===== src/rtl/core/sbr_pkg.sv =====
// sbr_pkg: shared constants, types and helpers of the stream byte reassembler
// no dependencies; imported by sbr_addsub and stream_byte_reassembler
package sbr_pkg;

  localparam int WINDOW_BYTES = 32;
  localparam int MAX_RESULTS  = 32;
  localparam int CAP          = (WINDOW_BYTES < MAX_RESULTS) ? WINDOW_BYTES : MAX_RESULTS;
  localparam int IDX_W        = 64;
  localparam int BYTE_W       = 8;
  localparam int ROOM_W       = 6;
  localparam int CNT_W        = $clog2(CAP + 1);
  localparam int SLOT_W       = $clog2(WINDOW_BYTES);
  localparam int PEND_W       = $clog2(WINDOW_BYTES + 1);
  localparam int PCNT_W       = 6;

  typedef enum logic [3:0] {
    ST_IDLE,
    ST_END,
    ST_CMPN,
    ST_CMPE,
    ST_SCAN,
    ST_ADV,
    ST_CLOSE,
    ST_OUT,
    ST_RD
  } sbr_state_t;

  typedef struct packed {
    logic [IDX_W-1:0] a;
    logic [IDX_W-1:0] b;
    logic             sub;
  } sbr_alu_req_t;

  typedef struct packed {
    logic [IDX_W-1:0] sum;
    logic             carry;
  } sbr_alu_rsp_t;

  function automatic logic [SLOT_W-1:0] slot_inc(input logic [SLOT_W-1:0] s);
    logic [SLOT_W-1:0] r;
    if (s == SLOT_W'(WINDOW_BYTES - 1)) begin
      r = '0;
    end else begin
      r = s + SLOT_W'(1);
    end
    return r;
  endfunction

  // adds an offset of up to the window size to a slot, wrapping once
  function automatic logic [SLOT_W-1:0] slot_add(input logic [SLOT_W-1:0] s,
                                                 input logic [SLOT_W:0]   d);
    logic [SLOT_W:0] t;
    t = {1'b0, s} + d;
    if (t >= (SLOT_W+1)'(WINDOW_BYTES)) begin
      t = t - (SLOT_W+1)'(WINDOW_BYTES);
    end
    return t[SLOT_W-1:0];
  endfunction

endpackage


===== src/rtl/core/sbr_addsub.sv =====
// sbr_addsub: the shared 64-bit add/subtract unit of the sequencer
// depends on sbr_pkg (request and response structs)
module sbr_addsub (
  input  sbr_pkg::sbr_alu_req_t req,
  output sbr_pkg::sbr_alu_rsp_t rsp
);
  import sbr_pkg::*;

  logic [IDX_W:0]   total;
  logic [IDX_W-1:0] b_op;

  // carry out on subtract means a >= b
  assign b_op  = req.sub ? ~req.b : req.b;
  assign total = {1'b0, req.a} + {1'b0, b_op} + (IDX_W+1)'(req.sub);
  assign rsp.sum   = total[IDX_W-1:0];
  assign rsp.carry = total[IDX_W];

endmodule


===== src/rtl/core/sbr_ram.sv =====
// sbr_ram: generic single-write, single-read memory with registered read data
// no dependencies
module sbr_ram #(
  parameter int WIDTH = 8,
  parameter int DEPTH = 32
) (
  input  logic                     clk,
  input  logic                     we,
  input  logic [$clog2(DEPTH)-1:0] waddr,
  input  logic [WIDTH-1:0]         wdata,
  input  logic                     re,
  input  logic [$clog2(DEPTH)-1:0] raddr,
  output logic [WIDTH-1:0]         rdata
);

  logic [WIDTH-1:0] mem_r [DEPTH];
  logic [WIDTH-1:0] rdata_r;

  always_ff @(posedge clk) begin
    if (we) begin
      mem_r[waddr] <= wdata;
    end
    if (re) begin
      rdata_r <= mem_r[raddr];
    end
  end

  assign rdata = rdata_r;

endmodule


===== src/rtl/core/stream_byte_reassembler.sv =====
// stream_byte_reassembler: top level, sequencer around one shared 64-bit adder
// depends on sbr_pkg, sbr_addsub, sbr_ram
//
//   channel  direction  handshake              payload
//   in_      input      in_valid / in_stall    stream_index, data_byte, has_byte,
//                                              ends_stream, room
//   out_     output     out_valid / out_stall  out_valid, out_byte, last_of_run,
//                                              stream_closed, pending_count
//
// the time an item takes, whether it emits nothing or k bytes, is set by the one
// 64-bit adder used for every index compare, the one-slot-per-cycle scan of the
// valid bits and the single registered ram read
// reset is synchronous and clears the valid bits at once, no clearing pass
// in_stall is low only in idle; the output register lets a new item in while
// the last result still waits on out_stall
module stream_byte_reassembler (
  input  logic                         clk,
  input  logic                         rst_n,
  input  logic                         in_valid,
  output logic                         in_stall,
  input  logic [sbr_pkg::IDX_W-1:0]    in_stream_index,
  input  logic [sbr_pkg::BYTE_W-1:0]   in_data_byte,
  input  logic                         in_has_byte,
  input  logic                         in_ends_stream,
  input  logic [sbr_pkg::ROOM_W-1:0]   in_room,
  output logic                         out_valid,
  input  logic                         out_stall,
  output logic                         out_out_valid,
  output logic [sbr_pkg::BYTE_W-1:0]   out_out_byte,
  output logic                         out_last_of_run,
  output logic                         out_stream_closed,
  output logic [sbr_pkg::PCNT_W-1:0]   out_pending_count
);
  import sbr_pkg::*;

  sbr_state_t state_r, state_nxt;

  // latched item
  logic [IDX_W-1:0]  idx_r;
  logic [BYTE_W-1:0] byte_r;
  logic              has_r;
  logic              ends_r;
  logic [CNT_W-1:0]  cap_r;

  // stream state
  logic [IDX_W-1:0]        next_index_r;
  logic [IDX_W-1:0]        end_index_r;
  logic                    end_known_r;
  logic                    closed_r;
  logic [WINDOW_BYTES-1:0] slot_valid_r;
  logic [PEND_W-1:0]       pending_r;
  logic [SLOT_W-1:0]       head_r;

  // per-item working registers
  logic              off_ok_r;
  logic              off_zero_r;
  logic [SLOT_W-1:0] store_slot_r;
  logic              direct_r;
  logic [CNT_W-1:0]  run_r;
  logic [SLOT_W-1:0] scan_ptr_r;
  logic [SLOT_W-1:0] rd_ptr_r;
  logic [CNT_W-1:0]  rem_r;
  logic              first_r;

  // output register
  logic              out_valid_r;
  logic              out_bv_r;
  logic [BYTE_W-1:0] out_byte_r;
  logic              out_last_r;
  logic              out_closed_r;
  logic [PCNT_W-1:0] out_pend_r;

  sbr_alu_req_t alu_req;
  sbr_alu_rsp_t alu_rsp;

  logic              accept;
  logic              take_c;
  logic              direct_c;
  logic              scan_go;
  logic              out_load;
  logic [CNT_W-1:0]  k_cnt;
  logic [CNT_W-1:0]  cap_in;
  logic              off_ok_c;
  logic              ram_we;
  logic              ram_re;
  logic [BYTE_W-1:0] ram_rdata;
  logic [PEND_W+PCNT_W-1:0] pend_ext;

  sbr_addsub u_addsub (
    .req (alu_req),
    .rsp (alu_rsp)
  );

  sbr_ram #(
    .WIDTH (BYTE_W),
    .DEPTH (WINDOW_BYTES)
  ) u_window (
    .clk   (clk),
    .we    (ram_we),
    .waddr (store_slot_r),
    .wdata (byte_r),
    .re    (ram_re),
    .raddr (rd_ptr_r),
    .rdata (ram_rdata)
  );

  assign accept   = in_valid && !in_stall;
  assign out_load = (state_r == ST_OUT) && (!out_valid_r || !out_stall);
  assign k_cnt    = run_r + CNT_W'(1);
  assign cap_in   = (in_room > ROOM_W'(CAP)) ? CNT_W'(CAP) : CNT_W'(in_room);

  // offset check against next_index: no borrow, high bits zero, below the cap
  assign off_ok_c = alu_rsp.carry && (alu_rsp.sum[IDX_W-1:CNT_W] == '0) &&
                    (alu_rsp.sum[CNT_W-1:0] < cap_r);

  // in ST_CMPE the adder gives idx - end_index; carry means at or past the end
  assign take_c   = !closed_r && has_r && off_ok_r && !(end_known_r && alu_rsp.carry);
  assign direct_c = take_c && off_zero_r;

  // drain continues while room is left and the following slot is filled
  assign scan_go  = (({1'b0, run_r} + (CNT_W+1)'(1)) < {1'b0, cap_r}) &&
                    slot_valid_r[scan_ptr_r];

  // next state
  always_comb begin
    state_nxt = state_r;
    case (state_r)
      ST_IDLE:  if (accept) state_nxt = ST_END;
      ST_END:   state_nxt = ST_CMPN;
      ST_CMPN:  state_nxt = ST_CMPE;
      ST_CMPE:  state_nxt = direct_c ? ST_SCAN : ST_CLOSE;
      ST_SCAN:  if (!scan_go) state_nxt = ST_ADV;
      ST_ADV:   state_nxt = ST_CLOSE;
      ST_CLOSE: state_nxt = ST_OUT;
      ST_OUT: begin
        if (out_load) begin
          state_nxt = (rem_r > CNT_W'(1)) ? ST_RD : ST_IDLE;
        end
      end
      ST_RD:    state_nxt = ST_OUT;
      default:  state_nxt = ST_IDLE;
    endcase
  end

  // control outputs: adder operands, ram strobes, input stall
  always_comb begin
    alu_req.a   = end_index_r;
    alu_req.b   = next_index_r;
    alu_req.sub = 1'b1;
    ram_we      = 1'b0;
    ram_re      = 1'b0;
    in_stall    = 1'b1;
    case (state_r)
      ST_IDLE: in_stall = 1'b0;
      ST_END: begin
        alu_req.a   = idx_r;
        alu_req.b   = IDX_W'(has_r);
        alu_req.sub = 1'b0;
      end
      ST_CMPN: begin
        alu_req.a = idx_r;
        alu_req.b = next_index_r;
      end
      ST_CMPE: begin
        alu_req.a = idx_r;
        alu_req.b = end_index_r;
        ram_we    = take_c && !off_zero_r;
      end
      ST_ADV: begin
        alu_req.a   = next_index_r;
        alu_req.b   = IDX_W'(k_cnt);
        alu_req.sub = 1'b0;
      end
      ST_RD: ram_re = 1'b1;
      default: ;
    endcase
  end

  // control state
  always_ff @(posedge clk) begin
    if (!rst_n) begin
      state_r      <= ST_IDLE;
      next_index_r <= '0;
      end_index_r  <= '0;
      end_known_r  <= 1'b0;
      closed_r     <= 1'b0;
      slot_valid_r <= '0;
      pending_r    <= '0;
      head_r       <= '0;
      out_valid_r  <= 1'b0;
    end else begin
      state_r <= state_nxt;
      case (state_r)
        ST_END: begin
          if (!closed_r && ends_r) begin
            end_index_r <= alu_rsp.sum;
            end_known_r <= 1'b1;
          end
        end
        ST_CMPE: begin
          if (direct_c) begin
            // a slot left behind by a capped drain goes with the direct byte
            if (slot_valid_r[head_r]) begin
              slot_valid_r[head_r] <= 1'b0;
              pending_r            <= pending_r - PEND_W'(1);
            end
          end else if (take_c) begin
            if (!slot_valid_r[store_slot_r]) begin
              slot_valid_r[store_slot_r] <= 1'b1;
              pending_r                  <= pending_r + PEND_W'(1);
            end
          end
        end
        ST_SCAN: begin
          if (scan_go) begin
            slot_valid_r[scan_ptr_r] <= 1'b0;
            pending_r                <= pending_r - PEND_W'(1);
          end
        end
        ST_ADV: begin
          next_index_r <= alu_rsp.sum;
          head_r       <= slot_add(head_r, (SLOT_W+1)'(k_cnt));
        end
        ST_CLOSE: begin
          if (end_known_r && (alu_rsp.sum == '0)) begin
            closed_r <= 1'b1;
          end
        end
        default: ;
      endcase
      if (out_load) begin
        out_valid_r <= 1'b1;
      end else if (!out_stall) begin
        out_valid_r <= 1'b0;
      end
    end
  end

  // payload and working registers
  always_ff @(posedge clk) begin
    if (accept) begin
      idx_r  <= in_stream_index;
      byte_r <= in_data_byte;
      has_r  <= in_has_byte;
      ends_r <= in_ends_stream;
      cap_r  <= cap_in;
    end
    case (state_r)
      ST_CMPN: begin
        off_ok_r     <= off_ok_c;
        off_zero_r   <= (alu_rsp.sum[CNT_W-1:0] == '0);
        store_slot_r <= slot_add(head_r, (SLOT_W+1)'(alu_rsp.sum[CNT_W-1:0]));
      end
      ST_CMPE: begin
        direct_r   <= direct_c;
        run_r      <= '0;
        scan_ptr_r <= slot_inc(head_r);
        rd_ptr_r   <= slot_inc(head_r);
      end
      ST_SCAN: begin
        if (scan_go) begin
          run_r      <= run_r + CNT_W'(1);
          scan_ptr_r <= slot_inc(scan_ptr_r);
        end
      end
      ST_CLOSE: begin
        rem_r   <= direct_r ? k_cnt : '0;
        first_r <= 1'b1;
      end
      ST_OUT: begin
        if (out_load) begin
          first_r <= 1'b0;
          if (rem_r != '0) begin
            rem_r <= rem_r - CNT_W'(1);
          end
        end
      end
      ST_RD: rd_ptr_r <= slot_inc(rd_ptr_r);
      default: ;
    endcase
    if (out_load) begin
      out_bv_r     <= (rem_r != '0);
      out_last_r   <= (rem_r <= CNT_W'(1));
      out_closed_r <= closed_r;
      out_pend_r   <= (pend_ext > (PEND_W+PCNT_W)'(63)) ? PCNT_W'(63) : pend_ext[PCNT_W-1:0];
      if (rem_r == '0) begin
        out_byte_r <= '0;
      end else if (first_r) begin
        out_byte_r <= byte_r;
      end else begin
        out_byte_r <= ram_rdata;
      end
    end
  end

  assign pend_ext = (PEND_W+PCNT_W)'(pending_r);

  assign out_valid         = out_valid_r;
  assign out_out_valid     = out_bv_r;
  assign out_out_byte      = out_byte_r;
  assign out_last_of_run   = out_last_r;
  assign out_stream_closed = out_closed_r;
  assign out_pending_count = out_pend_r;

  // pending counter tracks the valid bits exactly
  a_pending_matches: assert property (@(posedge clk) disable iff (!rst_n)
    pending_r == PEND_W'($countones(slot_valid_r)))
    else $error("pending count differs from valid slots");

  // the stream never reopens
  a_closed_sticky: assert property (@(posedge clk) disable iff (!rst_n)
    closed_r |=> closed_r)
    else $error("closed flag dropped");

  // the drain never runs past the room limit
  a_scan_cap: assert property (@(posedge clk) disable iff (!rst_n)
    (state_r == ST_SCAN) |-> (run_r < cap_r))
    else $error("drain exceeded room");

  // an empty result is always marked as the last of its run
  a_empty_last: assert property (@(posedge clk) disable iff (!rst_n)
    (out_valid && !out_out_valid) |-> out_last_of_run)
    else $error("empty result not marked last");

endmodule


===== config.mk =====
export PLATFORM = sky130hd
export DESIGN_NAME = stream_byte_reassembler
export DESIGN_NICKNAME = d
export VERILOG_FILES = /design/src/rtl/core/sbr_pkg.sv /design/src/rtl/core/sbr_addsub.sv /design/src/rtl/core/sbr_ram.sv /design/src/rtl/core/stream_byte_reassembler.sv
export SDC_FILE = /design/constraint.sdc
export NUM_CORES = 1
export LEC_CHECK = 0
export BUFFER_PORTS_ARGS = -buffer_cell sky130_fd_sc_hd__buf_2
export CAP_MARGIN = 20
export CORE_UTILIZATION = 30
export CTS_CLUSTER_DIAMETER = 60
export DETAILED_ROUTE_END_ITERATION = 16
export GPL_ROUTABILITY_DRIVEN = 1
export GPL_TIMING_DRIVEN = 0
export PLACE_DENSITY = 0.55
export SLEW_MARGIN = 30
export SYNTH_ARGS = -nofsm -noshare
export SYNTH_HDL_FRONTEND = slang
export SYNTH_HIERARCHICAL = 1
export SYNTH_SLANG_ARGS = --single-unit

===== constraint.sdc =====
create_clock -name clk -period 11.3 [get_ports clk]
set_input_delay 1.695 -clock clk [delete_from_list [all_inputs] [get_ports clk]]
set_output_delay 1.695 -clock clk [all_outputs]
set_load 0.01 [all_outputs]

==> run_results.csv <==
group,metric,value,unit
yosys,synth-edff-count,392,
global_routing,busiest_layer,"met2",
worst_setup_path,cp-end-kind,"flop",
run_status,status,"completed",
worst_setup_path,path_delay_family,"compound AO/OA/AOI/OAI gates",
worst_setup_path,critical_path_required,11.53,ns
route,viasPerCell,5.404,
sta,fin_crit_sh,78.80,%
route,drt-pass1-iter-count,8,
clock_network,clk_latency,0.64,ns
clock_network,cts_sinks,570,
clock_network,postCtsSetupBuffers,0,
yosys,yosysUniqueCellTypes,93,
sta,finalMaxSlewViolations,0,
worst_setup_path,crit_chain,"buf_2, nor2b_1, and3b_1, clkbuf_1, clkbuf_1, buf_1, a22oi_1, nand2_1, ha_1, a21oi_1, o21ai_0, a221oi_1, a32oi_2, o211ai_1, and4b_1, o21ba_2, a21boi_1, a211oi_1, nand2_1, nor2_1, or3b_2, clkbuf_1, nor2_1",
hold_path,hold_path_class,"flop to flop",
yosys,synth_top_area_share,38.86,%
clock_network,hold_buffers,0,
global_routing,grt.overflow.total,0,
yosys,syn_nets,2963,
global_routing,grt_pass1_wl,147500,microns
floorplanning,ios,103,
worst_setup_path,ff2ff_setup_slack,2.40,ns
sta,max_clock_freq,112.3,MHz
clock_network,cts_made_buffers,68,
global_routing,use_met3,2.799,%
worst_setup_path,cp_slowest_cell,"buf_1",
worst_setup_path,slowest_delay,0.73,ns
route,drc,0,
clock_network,cts_tree,"built",
yosys,yosys.area.top_type,"edfxtp_1",
yosys,ys_warn_count,6,
layout,regArea,15330,sq um
floorplanning,placementRows,116,
worst_setup_path,critPathArrivalTime,9.14,ns
sta,rsz0062_at_grt,"false",
worst_setup_path,cpMostUsedCell,"clkbuf_1",
floorplanning,initial_core_util,30.29,%
route,wl,99430,microns
layout,drive_gt1_share,14.07,%
global_routing,met1_usage,26.44,%
route,wl_per_cell,23.06,microns
route,num_vias,23302,
sta,setup_viol,0,
yosys,synthTopCellsByArea,"edfxtp_1 (39%), dfxtp_1 (12%), mux4_2 (7.0%)",
yosys,synthFlopType,"edfxtp_1",
placed_design,numPortBuffers,102,
clock_network,htreeDepth,3,
route,drtIter0Drc,2397,
layout,fillers,9889,
sta,slew_headroom,26.65,%
sta,fin_crit,8.905,ns
route,ant_nets,0,
yosys,synth.avg_cell_area,10.93,sq um
job,drv_cap,0,
layout,area_delta_synth_final,15.29,%
worst_setup_path,worst-setup-path-type,"flop to flop",
yosys,postSynthCellCount,2772,
layout,final_nets,3152,
layout,multiInputGateArea,13960,sq um
floorplanning,die_w,319.8,microns
yosys,yosysMostFrequentCell,"nand2_1",
placed_design,globalplace.congestion,0.9345,
global_routing,grt_pass1_vias,22697,
placed_design,dpl.hpwl,71680,microns
worst_setup_path,worstPathMaxFanout,10,
global_routing,antenna_found_initial,3,
worst_setup_path,cp-start-kind,"flop",
yosys,synthArstFlopShare,0,%
yosys,seq_area_frac_synth,50.63,%
sta,skew,0.03822,ns
clock_network,root_buffer,"clkbuf_16",
clock_network,cts.repair.resized,0,
global_routing,grt_max_degree,34,
worst_setup_path,worst-path-buf-inv,5,
floorplanning,dieArea,102200,sq um
yosys,yosys-top-cells-count,"nand2_1 (524), edfxtp_1 (392), a21oi_1 (265)",
sta,final_hold_viol_count,0,
global_routing,grt_usage,19.19,%
floorplanning,core_area,100000,sq um
yosys,ys_ff_latch,570,
clock_network,clk_pin_slew,0.06,ns
yosys,netlist_area,30290,sq um
clock_network,cts_max_path_buffers,3,
global_routing,use_met2,30.53,%
sta,worst_pin_slew,1.100,ns
layout,diodes,0,
sta,fin_tns_setup,0,ns
floorplanning,die_h,319.8,microns
==> worst reg2reg max path: stages (launching register included) <==
cell	delay [ns]
dfxtp_1	0.30
buf_2	0.20
nor2b_1	0.27
and3b_1	0.19
clkbuf_1	0.65
clkbuf_1	0.59
buf_1	0.73
a22oi_1	0.16
nand2_1	0.12
ha_1	0.30
a21oi_1	0.29
o21ai_0	0.16
a221oi_1	0.55
a32oi_2	0.25
o211ai_1	0.53
and4b_1	0.31
o21ba_2	0.18
a21boi_1	0.10
a211oi_1	0.67
nand2_1	0.11
nor2_1	0.41
or3b_2	0.49
clkbuf_1	0.26
nor2_1	0.71
==> per-layer routing <==
layer / vias to the layer above / wire, microns
met5: - / 0
met4: 0 / 3186
met3: 177 / 6882
met2: 910 / 45420
met1: 11465 / 43950
li1: 10750 / -
==> layout make-up <==
cell class | instances | area share, %
Inverter | 48 | 0.5159
Timing Repair Buffer | 119 | 2.236
Clock inverter | 29 | 0.7631
Buffer | 203 | 2.486
Sequential cell | 570 | 43.91
Tap cell | 1298 | 4.651
Multi-Input combinational cell | 1951 | 39.99
Clock buffer | 94 | 5.449
==> final timing paths <==
check | startpoint | endpoint | cells after the start
worst max-delay path | state_r[2] | u_window/mem_r[0][6] | 23
worst min-delay path | next_index_r[12] | next_index_r[12] | 2
worst min register to register | next_index_r[12] | next_index_r[12] | 2
worst max register to register | state_r[2] | u_window/mem_r[0][6] | 23
==> registers in the layout, indices dropped and copies added, names as in the netlist, 4 cells and up <==
signal	flops
u_window/mem_r	256
end_index_r	64
idx_r	64
next_index_r	64
slot_valid_r	32
byte_r	8
out_out_byte	8
u_window/rdata	8
cap_r	6
out_pending_count	6
pending_r	6
rem_r	6
run_r	6
head_r	5
rd_ptr_r	5
scan_ptr_r	5
store_slot_r	5
state_r	4
==> through the flow <==
| step | hold slack, ns | setup slack (ns) | instances | cell area [sq um] | utilization [%] |
|---|---|---|---|---|---|
| 2_1_floorplan | 0.4461 | 5.427 | 2772 | 30290 | - |
| 3_3_place_gp | 0.4591 | 2.235 | 4172 | 32420 | 32.42 |
| 3_5_place_dp | 0.4624 | 2.576 | 4188 | 32730 | 32.73 |
| 4_1_cts | 0.4695 | 2.555 | 4311 | 34900 | 34.90 |
| 5_1_grt | 0.4857 | 1.970 | 4312 | 34920 | 34.92 |
| 6_report | 0.4688 | 2.395 | 4312 | 34920 | 34.92 |
==> logic make-up (layout without fill, tap and decap cells) <==
| family | Yosys count | in the layout | share of synthesized area, % |
|---|---|---|---|
| AOI/OAI and AO/OA | 670 | 670 | 15.46 |
| adders and majority gates | 107 | 107 | 4.494 |
| xor gates and xnor gates | 142 | 142 | 4.106 |
| DFF | 570 | 570 | 50.63 |
| buffers and inverters | 251 | 493 | 3.416 |
| and+or+nand+nor | 892 | 892 | 13.33 |
| muxes | 140 | 140 | 8.567 |
==> layout by cell type, fill, tap and decap left out, types with 14 or more instances in the layout <==
master       n
a21o_1      34
a21oi_1    264
a22o_1      59
a22oi_1     71
a311oi_2    26
a32oi_1     32
and2_1      14
buf_1       25
buf_2      118
clkbuf_1   156
clkbuf_16   71
dfxtp_1    178
edfxtp_1   392
ha_1       104
inv_1       48
mux2_2      14
mux2i_1     32
mux4_2      94
nand2_1    524
nand3_1     37
nand4_1     40
nand4b_1    15
nor2_1     110
nor2b_1     19
nor3_1      32
nor4_1      21
o21ai_0     52
o21bai_1    18
o31ai_1     15
xnor2_1     42
xor2_1     100
Power is not shown: default switching activity piles up to over one toggle a cycle in this logic, so the estimate is an artifact.
